[src/hdl/btsc_pkg.sv]
// Shared types, constants and register codes of the ball tracking steer controller.
package btsc_pkg;

  localparam int COORD_BITS  = 11;
  localparam int FRAC_BITS   = 6;
  localparam int GOAL_BITS   = COORD_BITS + FRAC_BITS;
  localparam int LIN_BITS    = 12;
  localparam int ANG_BITS    = 16;
  localparam int RATE_BITS   = 15;
  localparam int GAIN_BITS   = 16;
  localparam int MISS_BITS   = 8;
  localparam int SEARCH_BITS = 10;
  localparam int WEIGHT_BITS = 11;
  localparam int WEIGHT_SHIFT = 10;
  localparam int STEER_SHIFT = FRAC_BITS + 4;
  localparam int CFG_IDX_BITS  = 3;
  localparam int CFG_DATA_BITS = 16;
  localparam int CMD_DEPTH = 2;

  localparam logic [WEIGHT_BITS-1:0] WEIGHT_ONE = WEIGHT_BITS'(1 << WEIGHT_SHIFT);

  localparam logic [LIN_BITS-1:0]    FORWARD_SPEED_RST = LIN_BITS'(410);
  localparam logic [RATE_BITS-1:0]   TURN_RATE_RST     = RATE_BITS'(3277);
  localparam logic [GAIN_BITS-1:0]   STEER_GAIN_RST    = GAIN_BITS'(328);
  localparam logic [COORD_BITS-1:0]  CENTER_X_RST      = COORD_BITS'(320);
  localparam logic [MISS_BITS-1:0]   MISS_LIMIT_RST    = MISS_BITS'(40);
  localparam logic [SEARCH_BITS-1:0] SEARCH_LIMIT_RST  = SEARCH_BITS'(100);
  localparam logic [WEIGHT_BITS-1:0] NEW_WEIGHT_RST    = WEIGHT_BITS'(819);

  typedef enum logic [CFG_IDX_BITS-1:0] {
    CFG_FORWARD_SPEED     = 3'd0,
    CFG_SEARCH_TURN_RATE  = 3'd1,
    CFG_STEER_GAIN        = 3'd2,
    CFG_IMAGE_CENTER_X    = 3'd3,
    CFG_MISS_LIMIT        = 3'd4,
    CFG_SEARCH_LIMIT      = 3'd5,
    CFG_FILTER_NEW_WEIGHT = 3'd6
  } cfg_idx_e;

  typedef enum logic {
    REQ_BALL  = 1'b0,
    REQ_EMPTY = 1'b1
  } req_type_e;

  typedef struct packed {
    logic                  req_type;
    logic [COORD_BITS-1:0] ball_x;
    logic [COORD_BITS-1:0] ball_radius;
    logic                  last_of_frame;
    logic                  obstacle_seen;
  } in_word_t;

  typedef struct packed {
    logic [LIN_BITS-1:0]        linear_vel;
    logic signed [ANG_BITS-1:0] angular_vel;
    logic                       path_request;
    logic                       no_ball;
    logic [GOAL_BITS-1:0]       goal_x;
  } out_word_t;

  typedef struct packed {
    logic [LIN_BITS-1:0]    forward_speed;
    logic [RATE_BITS-1:0]   search_turn_rate;
    logic [GAIN_BITS-1:0]   steer_gain;
    logic [COORD_BITS-1:0]  image_center_x;
    logic [MISS_BITS-1:0]   miss_limit;
    logic [SEARCH_BITS-1:0] search_limit;
    logic [WEIGHT_BITS-1:0] filter_new_weight;
  } cfg_t;

  // One finished frame, handed from the front to the back.
  typedef struct packed {
    logic                  empty;
    logic [COORD_BITS-1:0] best_x;
    logic                  obstacle;
  } frame_cmd_t;

endpackage

[src/hdl/btsc_front.sv]
// Front end: accepts detection words and keeps the best ball of the open frame.
module btsc_front (
  input  logic                clk_i,
  input  logic                rst_ni,
  input  logic                in_valid_i,
  output logic                in_ready_o,
  input  btsc_pkg::in_word_t  in_word_i,
  input  logic                cmd_ready_i,
  output logic                cmd_push_o,
  output btsc_pkg::frame_cmd_t cmd_o
);
  import btsc_pkg::*;

  logic                  open_q, open_d;
  logic [COORD_BITS-1:0] best_q, best_d;
  logic [COORD_BITS-1:0] maxr_q, maxr_d;
  logic                  accept;
  logic                  is_empty;
  logic [COORD_BITS-1:0] eff_best, eff_maxr;

  assign in_ready_o = cmd_ready_i;
  assign accept     = in_valid_i && cmd_ready_i;
  assign is_empty   = (in_word_i.req_type == REQ_EMPTY);

  always_comb begin
    // A closed frame restarts from this detection with a zero maximum.
    eff_best = open_q ? best_q : in_word_i.ball_x;
    eff_maxr = open_q ? maxr_q : '0;
    best_d   = best_q;
    maxr_d   = maxr_q;
    open_d   = open_q;
    if (accept) begin
      if (is_empty) begin
        open_d = 1'b0;
      end else begin
        best_d = eff_best;
        maxr_d = eff_maxr;
        if (in_word_i.ball_radius > eff_maxr) begin
          best_d = in_word_i.ball_x;
          maxr_d = in_word_i.ball_radius;
        end
        open_d = !in_word_i.last_of_frame;
      end
    end
  end

  assign cmd_push_o      = accept && (is_empty || in_word_i.last_of_frame);
  assign cmd_o.empty     = is_empty;
  assign cmd_o.best_x    = best_d;
  assign cmd_o.obstacle  = in_word_i.obstacle_seen;

  always_ff @(posedge clk_i or negedge rst_ni) begin
    if (!rst_ni) begin
      open_q <= 1'b0;
      best_q <= '0;
      maxr_q <= '0;
    end else begin
      open_q <= open_d;
      best_q <= best_d;
      maxr_q <= maxr_d;
    end
  end

endmodule

[src/hdl/btsc_cmd_fifo.sv]
// Two-entry queue of finished frames between the front and the back.
module btsc_cmd_fifo (
  input  logic                 clk_i,
  input  logic                 rst_ni,
  input  logic                 push_i,
  input  btsc_pkg::frame_cmd_t push_cmd_i,
  output logic                 ready_o,
  input  logic                 pop_i,
  output logic                 valid_o,
  output btsc_pkg::frame_cmd_t head_o
);
  import btsc_pkg::*;

  localparam int PTR_BITS = $clog2(CMD_DEPTH);

  frame_cmd_t            mem_q [CMD_DEPTH];
  logic [PTR_BITS-1:0]   wr_q, rd_q;
  logic [PTR_BITS:0]     cnt_q;

  assign ready_o = (cnt_q != (PTR_BITS+1)'(CMD_DEPTH));
  assign valid_o = (cnt_q != '0);
  assign head_o  = mem_q[rd_q];

  always_ff @(posedge clk_i) begin
    if (push_i) begin
      mem_q[wr_q] <= push_cmd_i;
    end
  end

  always_ff @(posedge clk_i or negedge rst_ni) begin
    if (!rst_ni) begin
      wr_q  <= '0;
      rd_q  <= '0;
      cnt_q <= '0;
    end else begin
      if (push_i) begin
        wr_q <= (wr_q == PTR_BITS'(CMD_DEPTH-1)) ? '0 : wr_q + 1'b1;
      end
      if (pop_i) begin
        rd_q <= (rd_q == PTR_BITS'(CMD_DEPTH-1)) ? '0 : rd_q + 1'b1;
      end
      cnt_q <= cnt_q + (PTR_BITS+1)'(push_i) - (PTR_BITS+1)'(pop_i);
    end
  end

`ifndef SYNTH
  a_no_overflow : assert property (@(posedge clk_i) disable iff (!rst_ni)
    push_i |-> (ready_o || pop_i))
    else $error("frame queue written while full");
  a_no_underflow : assert property (@(posedge clk_i) disable iff (!rst_ni)
    pop_i |-> valid_o)
    else $error("frame queue read while empty");
`endif

endmodule

[src/hdl/btsc_back.sv]
// Back end: smooths the goal column, runs miss/search counters and forms velocity words.
module btsc_back (
  input  logic                 clk_i,
  input  logic                 rst_ni,
  input  btsc_pkg::cfg_t       cfg_i,
  input  logic                 cmd_valid_i,
  input  btsc_pkg::frame_cmd_t cmd_i,
  output logic                 cmd_pop_o,
  output logic                 out_valid_o,
  input  logic                 out_ready_i,
  output btsc_pkg::out_word_t  out_word_o
);
  import btsc_pkg::*;

  localparam int MUL_BITS  = WEIGHT_BITS + GOAL_BITS;
  localparam int SUM_BITS  = MUL_BITS + 1;
  localparam int PROD_BITS = GAIN_BITS + GOAL_BITS;
  localparam int RND_BITS  = PROD_BITS + 1;
  localparam int R_BITS    = RND_BITS - STEER_SHIFT;
  localparam logic [R_BITS-1:0] POS_MAX = R_BITS'((1 << (ANG_BITS-1)) - 1);
  localparam logic [R_BITS-1:0] NEG_MAX = R_BITS'(1 << (ANG_BITS-1));

  typedef enum logic [2:0] {
    S_IDLE, S_MUL_NEW, S_MUL_OLD, S_SUM, S_STEER, S_VEL
  } state_e;

  state_e                     state_q;
  frame_cmd_t                 cmd_q;
  logic [MUL_BITS-1:0]        prod_new_q, prod_old_q;
  logic [PROD_BITS-1:0]       prod_steer_q;
  logic [GOAL_BITS-1:0]       smooth_q;
  logic [MISS_BITS-1:0]       miss_q;
  logic [SEARCH_BITS-1:0]     search_q;
  logic                       nb_q, path_q;
  logic [LIN_BITS-1:0]        held_lin_q;
  logic signed [ANG_BITS-1:0] held_ang_q;
  logic                       out_valid_q;
  out_word_t                  out_word_q;

  logic [WEIGHT_BITS-1:0]     w_new, w_old;
  logic [GOAL_BITS-1:0]       nx, target, mag;
  logic [SUM_BITS-1:0]        sum;
  logic [MISS_BITS-1:0]       miss_inc;
  logic                       neg_diff;
  logic [RND_BITS-1:0]        rnd;
  logic [R_BITS-1:0]          r;
  logic signed [ANG_BITS-1:0] steer_ang, spin_ang;
  logic [SEARCH_BITS-1:0]     search_inc;
  logic                       search_hit, out_free;

  always_comb begin
    w_new    = (cfg_i.filter_new_weight > WEIGHT_ONE) ? WEIGHT_ONE : cfg_i.filter_new_weight;
    w_old    = WEIGHT_ONE - w_new;
    nx       = {cmd_q.best_x, {FRAC_BITS{1'b0}}};
    sum      = SUM_BITS'(prod_new_q) + SUM_BITS'(prod_old_q)
             + SUM_BITS'(1 << (WEIGHT_SHIFT-1));
    miss_inc = (miss_q != '1) ? miss_q + 1'b1 : miss_q;

    target   = {cfg_i.image_center_x, {FRAC_BITS{1'b0}}};
    neg_diff = smooth_q < target;
    mag      = neg_diff ? target - smooth_q : smooth_q - target;

    // Round half away from zero on the magnitude, then apply the opposite sign.
    rnd = RND_BITS'(prod_steer_q) + RND_BITS'(1 << (STEER_SHIFT-1));
    r   = rnd[RND_BITS-1:STEER_SHIFT];
    if (neg_diff) begin
      steer_ang = (r > POS_MAX) ? signed'(POS_MAX[ANG_BITS-1:0]) : signed'(r[ANG_BITS-1:0]);
    end else begin
      steer_ang = (r > NEG_MAX) ? signed'(NEG_MAX[ANG_BITS-1:0])
                                : signed'(-r[ANG_BITS-1:0]);
    end
    spin_ang = signed'({1'b0, cfg_i.search_turn_rate});

    search_inc = (search_q != '1) ? search_q + 1'b1 : search_q;
    search_hit = search_inc >= cfg_i.search_limit;
    out_free   = !out_valid_q || out_ready_i;
  end

  assign cmd_pop_o = (state_q == S_IDLE) && cmd_valid_i;

  always_ff @(posedge clk_i) begin
    if (cmd_pop_o) begin
      cmd_q <= cmd_i;
    end
    prod_new_q   <= w_new * nx;
    prod_old_q   <= w_old * smooth_q;
    prod_steer_q <= cfg_i.steer_gain * mag;
  end

  always_ff @(posedge clk_i or negedge rst_ni) begin
    if (!rst_ni) begin
      state_q     <= S_IDLE;
      smooth_q    <= '0;
      miss_q      <= '0;
      search_q    <= '0;
      nb_q        <= 1'b0;
      path_q      <= 1'b0;
      held_lin_q  <= '0;
      held_ang_q  <= '0;
      out_valid_q <= 1'b0;
      out_word_q  <= '0;
    end else begin
      // Load the output register when the velocity stage fires, drop it once taken.
      if (state_q == S_VEL && out_free) begin
        out_valid_q <= 1'b1;
      end else if (out_valid_q && out_ready_i) begin
        out_valid_q <= 1'b0;
      end
      unique case (state_q)
        S_IDLE: begin
          if (cmd_valid_i) begin
            state_q <= cmd_i.empty ? S_SUM : S_MUL_NEW;
          end
        end
        S_MUL_NEW: state_q <= S_MUL_OLD;
        S_MUL_OLD: state_q <= S_SUM;
        S_SUM: begin
          if (cmd_q.empty) begin
            if (miss_inc >= cfg_i.miss_limit) begin
              miss_q <= cfg_i.miss_limit;
              nb_q   <= 1'b1;
            end else begin
              miss_q <= miss_inc;
            end
          end else begin
            smooth_q <= sum[WEIGHT_SHIFT +: GOAL_BITS];
            miss_q   <= '0;
            search_q <= '0;
            nb_q     <= 1'b0;
            path_q   <= 1'b0;
          end
          state_q <= S_STEER;
        end
        S_STEER: state_q <= S_VEL;
        S_VEL: begin
          if (out_free) begin
            out_word_q.goal_x   <= smooth_q;
            out_word_q.no_ball  <= nb_q;
            if (!nb_q) begin
              out_word_q.path_request <= path_q;
              if (cmd_q.obstacle) begin
                held_lin_q             <= '0;
                held_ang_q             <= spin_ang;
                out_word_q.linear_vel  <= '0;
                out_word_q.angular_vel <= spin_ang;
              end else begin
                held_lin_q             <= cfg_i.forward_speed;
                held_ang_q             <= steer_ang;
                out_word_q.linear_vel  <= cfg_i.forward_speed;
                out_word_q.angular_vel <= steer_ang;
              end
            end else begin
              search_q <= search_hit ? cfg_i.search_limit : search_inc;
              out_word_q.path_request <= path_q || search_hit;
              if (path_q || search_hit) begin
                // Path request: hold the last command.
                path_q                 <= 1'b1;
                out_word_q.linear_vel  <= held_lin_q;
                out_word_q.angular_vel <= held_ang_q;
              end else begin
                held_lin_q             <= '0;
                held_ang_q             <= spin_ang;
                out_word_q.linear_vel  <= '0;
                out_word_q.angular_vel <= spin_ang;
              end
            end
            state_q <= S_IDLE;
          end
        end
        default: state_q <= S_IDLE;
      endcase
    end
  end

  assign out_valid_o = out_valid_q;
  assign out_word_o  = out_word_q;

`ifndef SYNTH
  a_vel_loads_out : assert property (@(posedge clk_i) disable iff (!rst_ni)
    (state_q == S_VEL && out_free) |=> (out_valid_q && state_q == S_IDLE))
    else $error("velocity stage did not produce a word");
  a_path_needs_no_ball : assert property (@(posedge clk_i) disable iff (!rst_ni)
    path_q |-> nb_q)
    else $error("path request without no-ball state");
  a_search_needs_no_ball : assert property (@(posedge clk_i) disable iff (!rst_ni)
    (search_q != '0) |-> nb_q)
    else $error("search count running while a ball is tracked");
`endif

endmodule

[src/hdl/ball_tracking_steer_controller.sv]
// Top level of the ball tracking steer controller: config registers, front, queue, back.
//
// Input channel (in_valid_i/in_ready_o, in_word_i): one word per ball detection, or one
// word marking a frame with no ball. A detection with last_of_frame closes the frame; an
// empty marker closes it too and drops any pending detections.
// Output channel (out_valid_o/out_ready_i, out_word_o): one velocity word per closed
// frame, none for detections inside a frame.
// Config port (cfg_we_i, cfg_idx_i, cfg_data_i): write one register per cycle, only
// while no frame is in flight. Unknown indexes are ignored.
//
// Throughput: a detection that does not close a frame waits only while the queue is full.
// Frame ends pass through a two-entry queue into a sequencer that takes one frame at a time
// and steps a ball frame through two weight multiplies, the sum, the steering multiply and
// the velocity stage, an empty frame through the sum, the steering multiply and the velocity
// stage only; that sequencer sets the sustained rate of frame ends.
// Stall: a finished word waits in the output register; the back holds its velocity
// stage until the register is free, the queue fills, and then in_ready_o drops.
// Reset: the config registers take their documented reset values, the frame is closed, the
// smoothed column, counters, flags and held velocities are zero.
module ball_tracking_steer_controller (
  input  logic                                 clk_i,
  input  logic                                 rst_ni,
  input  logic                                 cfg_we_i,
  input  logic [btsc_pkg::CFG_IDX_BITS-1:0]    cfg_idx_i,
  input  logic [btsc_pkg::CFG_DATA_BITS-1:0]   cfg_data_i,
  input  logic                                 in_valid_i,
  output logic                                 in_ready_o,
  input  btsc_pkg::in_word_t                   in_word_i,
  output logic                                 out_valid_o,
  input  logic                                 out_ready_i,
  output btsc_pkg::out_word_t                  out_word_o
);
  import btsc_pkg::*;

  cfg_t       cfg_q;
  logic       cmd_push, cmd_ready, cmd_pop, cmd_valid;
  frame_cmd_t push_cmd, head_cmd;

  // Register file: truncate write data to each register's width.
  always_ff @(posedge clk_i or negedge rst_ni) begin
    if (!rst_ni) begin
      cfg_q.forward_speed     <= FORWARD_SPEED_RST;
      cfg_q.search_turn_rate  <= TURN_RATE_RST;
      cfg_q.steer_gain        <= STEER_GAIN_RST;
      cfg_q.image_center_x    <= CENTER_X_RST;
      cfg_q.miss_limit        <= MISS_LIMIT_RST;
      cfg_q.search_limit      <= SEARCH_LIMIT_RST;
      cfg_q.filter_new_weight <= NEW_WEIGHT_RST;
    end else if (cfg_we_i) begin
      unique case (cfg_idx_e'(cfg_idx_i))
        CFG_FORWARD_SPEED:     cfg_q.forward_speed     <= cfg_data_i[LIN_BITS-1:0];
        CFG_SEARCH_TURN_RATE:  cfg_q.search_turn_rate  <= cfg_data_i[RATE_BITS-1:0];
        CFG_STEER_GAIN:        cfg_q.steer_gain        <= cfg_data_i[GAIN_BITS-1:0];
        CFG_IMAGE_CENTER_X:    cfg_q.image_center_x    <= cfg_data_i[COORD_BITS-1:0];
        CFG_MISS_LIMIT:        cfg_q.miss_limit        <= cfg_data_i[MISS_BITS-1:0];
        CFG_SEARCH_LIMIT:      cfg_q.search_limit      <= cfg_data_i[SEARCH_BITS-1:0];
        CFG_FILTER_NEW_WEIGHT: cfg_q.filter_new_weight <= cfg_data_i[WEIGHT_BITS-1:0];
        default: ;
      endcase
    end
  end

  // Track the best ball of the open frame; push a frame record at frame end.
  btsc_front u_front (
    .clk_i       (clk_i),
    .rst_ni      (rst_ni),
    .in_valid_i  (in_valid_i),
    .in_ready_o  (in_ready_o),
    .in_word_i   (in_word_i),
    .cmd_ready_i (cmd_ready),
    .cmd_push_o  (cmd_push),
    .cmd_o       (push_cmd)
  );

  // Decouple frame capture from the multi-cycle control sequencer.
  btsc_cmd_fifo u_fifo (
    .clk_i      (clk_i),
    .rst_ni     (rst_ni),
    .push_i     (cmd_push),
    .push_cmd_i (push_cmd),
    .ready_o    (cmd_ready),
    .pop_i      (cmd_pop),
    .valid_o    (cmd_valid),
    .head_o     (head_cmd)
  );

  // Smooth, count misses and searches, form the velocity word.
  btsc_back u_back (
    .clk_i       (clk_i),
    .rst_ni      (rst_ni),
    .cfg_i       (cfg_q),
    .cmd_valid_i (cmd_valid),
    .cmd_i       (head_cmd),
    .cmd_pop_o   (cmd_pop),
    .out_valid_o (out_valid_o),
    .out_ready_i (out_ready_i),
    .out_word_o  (out_word_o)
  );

endmodule

[config.mk]
export PLATFORM = sky130hd
export DESIGN_NAME = ball_tracking_steer_controller
export DESIGN_NICKNAME = d
export VERILOG_FILES = /design/src/hdl/btsc_pkg.sv /design/src/hdl/btsc_front.sv /design/src/hdl/btsc_cmd_fifo.sv /design/src/hdl/btsc_back.sv /design/src/hdl/ball_tracking_steer_controller.sv
export SDC_FILE = /design/constraint.sdc
export NUM_CORES = 2
export LEC_CHECK = 0
export BUFFER_PORTS_ARGS = -buffer_cell sky130_fd_sc_hd__buf_2
export CAP_MARGIN = 20
export CORE_MARGIN = 2
export CORE_UTILIZATION = 55
export DETAILED_ROUTE_END_ITERATION = 8
export GPL_ROUTABILITY_DRIVEN = 1
export PLACE_DENSITY = 0.83
export SLEW_MARGIN = 10
export SYNTH_ARGS = -nofsm -noshare
export SYNTH_HDL_FRONTEND = slang
export SYNTH_SLANG_ARGS = --single-unit
[constraint.sdc]
create_clock -name clk_i -period 26.6 [get_ports clk_i]
set_input_delay 7.98 -clock clk_i [delete_from_list [all_inputs] [get_ports clk_i]]
set_output_delay 7.98 -clock clk_i [all_outputs]
set_load 0.1 [all_outputs]
==> impl_metrics.toml <==
[status]
status = "complete, no violations"

[logic_synthesis]
synth-seq-area-share_pct = 23.8
ys.flop_type = "dfrtp_1"
avgSynthCellArea_um2 = 9.33
syn-num-nets = 4466
synth-edff-count = 39
syn_area_um2 = 34400
yosysWarnings = 0
yosysTopAreaCellShare_pct = 24.4
ys_top_cells_by_area = "fa_1, dfrtp_1, ha_1"
netlist_instances = 3684
synth_async_sr_flop_share_pct = 68.3
ys_ff_latch = 331
yosysTopAreaCell = "fa_1"
synth_cell_type_count = 88

[critical_path]
required_ns = 27.00
end_kind = "flop"
path_max_fanout = 25
cp.arrival_ns = 10.84
crit_top_cell = "fa_1"
slowest_stage = "xnor2_2"
cp-start-kind = "flop"
cpPeakStageDelay_ns = 0.88
worstSetupPathType = "reg -> reg"

[timing]
rsz0062_at_grt = "false"
tightest_slew_ns = 1.17
maxSlewHeadroom_pct = 21.8
layout_min_cycle_time_ns = 10.43
setup_viol = 0
fin_crit_sh_pct = 39.2
finalSetupTns_ns = 0
skew_ns = 0.0313
clock.fmax_mhz = 95.8
drv_slew = 0
timing.hold.ws_ns = 0.482
final_hold_viol_count = 0

[clock_tree]
cts_tree = "done"
cts_inserted_buffers = 35
root_buffer = "clkbuf_16"
cts.sinks = 331
cts_resized = 0
ctsHoldBuffers = 0
cts.clk_slew.worst_paths_ns = 0.06
cts_buffer_depth = 3
clk-insertion-delay-late_ns = 0.55
cts_setup_buffers = 0
htree_num_levels = 2

[global_route]
grt_pass1_wl_mm = 141
grt_pass1_vias = 27685
grt_overflow = 0
grt_max_degree = 116
grt_usage_pct = 27.3
antenna_found_initial = 5

[drt]
via_per_inst = 5.73
post-route-drc-count = 0
dr.pass1.iters = 7
drt_iter0_drc = 2103
wirelength_mm = 84.9
wire_per_inst_um = 18.6
drtAntennaViolNets = 0
vias = 26167

[final_layout]
layout-drive-gt1-share_pct = 10.1
design_area_um2 = 37000
final_cell_mix = "nand2_1, inv_1, fa_1"
final_common_cell = "nand2_1"
synthToLayoutAreaGrowth_pct = 7.56
finalNetCount = 4483

[floorplan]
die_h_um = 254
coreArea_um2 = 61700
num_rows = 91
dieArea_um2 = 64500
die_width_um = 254
start_util_pct = 55.7
pin_count = 98

[placement]
io_buffers = 97
gp_congestion = 0.926
post_dp_cell_area_um2 = 35700
dp_hpwl_mm = 62.6

[hold_path]
holdCritPathClass = "reg -> reg"

[job]
drv_cap = 0
==> sequential cells by signal (all words and copies together) (netlist names) <==
register,flops
cfg_q,83
u_back.cmd_q,13
u_front.best_q,11
u_front.open_q,1
u_back.out_valid_o,1
u_back.search_q,10
u_fifo.wr_q,1
u_fifo.cnt_q,2
u_front.maxr_q,11
u_fifo.rd_q,1
u_back.nb_q,1
u_back.path_q,1
u_back.miss_q,8
u_back.out_word_o,47
u_back.held_lin_q,12
u_fifo.mem_q,26
u_back.smooth_q,17
u_back.held_ang_q,16
u_back.prod_new_q,21
u_back.prod_steer_q,24
u_back.prod_old_q,21
u_back.state_q,3
==> worst max-delay path: cells and delay by family (launching register included) <==
family,cells,cell delay (ns)
simple gates,4,1.18
flops,1,0.65
buf+inv,5,0.35
compound gates,9,3.52
xor+xnor,2,1.05
fa+ha+maj,8,3.54
==> cells by family after synthesis <==
group	share of synthesized area [%]
mux	4.21
buf+inv	7.93
simple gates	16.3
fa+ha+maj	35.9
xor+xnor	3.29
compound gates	8.57
flops	23.8
==> final timing paths <==
path                                       from                      end  slack (ns)  cells past startpoint
min                        u_back.held_lin_q[9]     u_back.held_lin_q[9]        0.48                      2
max                         u_back.smooth_q[14]  u_back.prod_steer_q[25]       16.17                     28
max in group asynchronous                rst_ni                cfg_q[38]       17.00                      3
min reg2reg                u_back.held_lin_q[9]     u_back.held_lin_q[9]        0.48                      2
min in group asynchronous                rst_ni        u_front.best_q[5]        7.44                      1
max reg2reg                 u_back.smooth_q[14]  u_back.prod_steer_q[25]       16.17                     28
==> cells in the mapped netlist (66+ instances only) <==
cell type	instances
dfxtp_1	66
nand2_1	571
nor2_1	126
xnor2_1	85
mux2_2	98
a21oi_1	103
dfrtp_1	198
o21ai_0	151
inv_1	555
fa_1	419
and2_1	233
clkbuf_1	145
ha_1	314
==> routing by layer <==
layer / vias up / share of wire, % / global-route usage [%] / wire length [µm]
li1: 11846 / - / - / -
met1: 12929 / 39 / 34.7 / 33100
met2: 1111 / 48 / 45.6 / 40600
met3: 273 / 8.5 / 5.07 / 7180
met4: 8 / 4.6 / 12.0 / 3930
met5: - / 0.065 / 0 / 55
==> final cells by class <==
class	instances	area (µm²)
Antenna cell	3	7.51
Clock buffer	40	946
Clock inverter	24	269
Fill cell	4956	24800
Inverter	555	2080
Multi-Input combinational cell	2634	23600
Sequential cell	331	8180
Tap cell	837	1050
Timing Repair Buffer	144	848
==> through the flow <==
stage	instances	setup slack, ns	utilization, %
floorplan	3684	16.34	-
global placement	4499	16.09	57.9
detailed placement	4499	16.07	57.9
CTS	4563	16.43	59.8
global route	4566	15.75	59.9
finish	4568	16.17	59.9
Power is not shown: default switching activity piles up to over one toggle a cycle in this logic, so the estimate is an artifact.
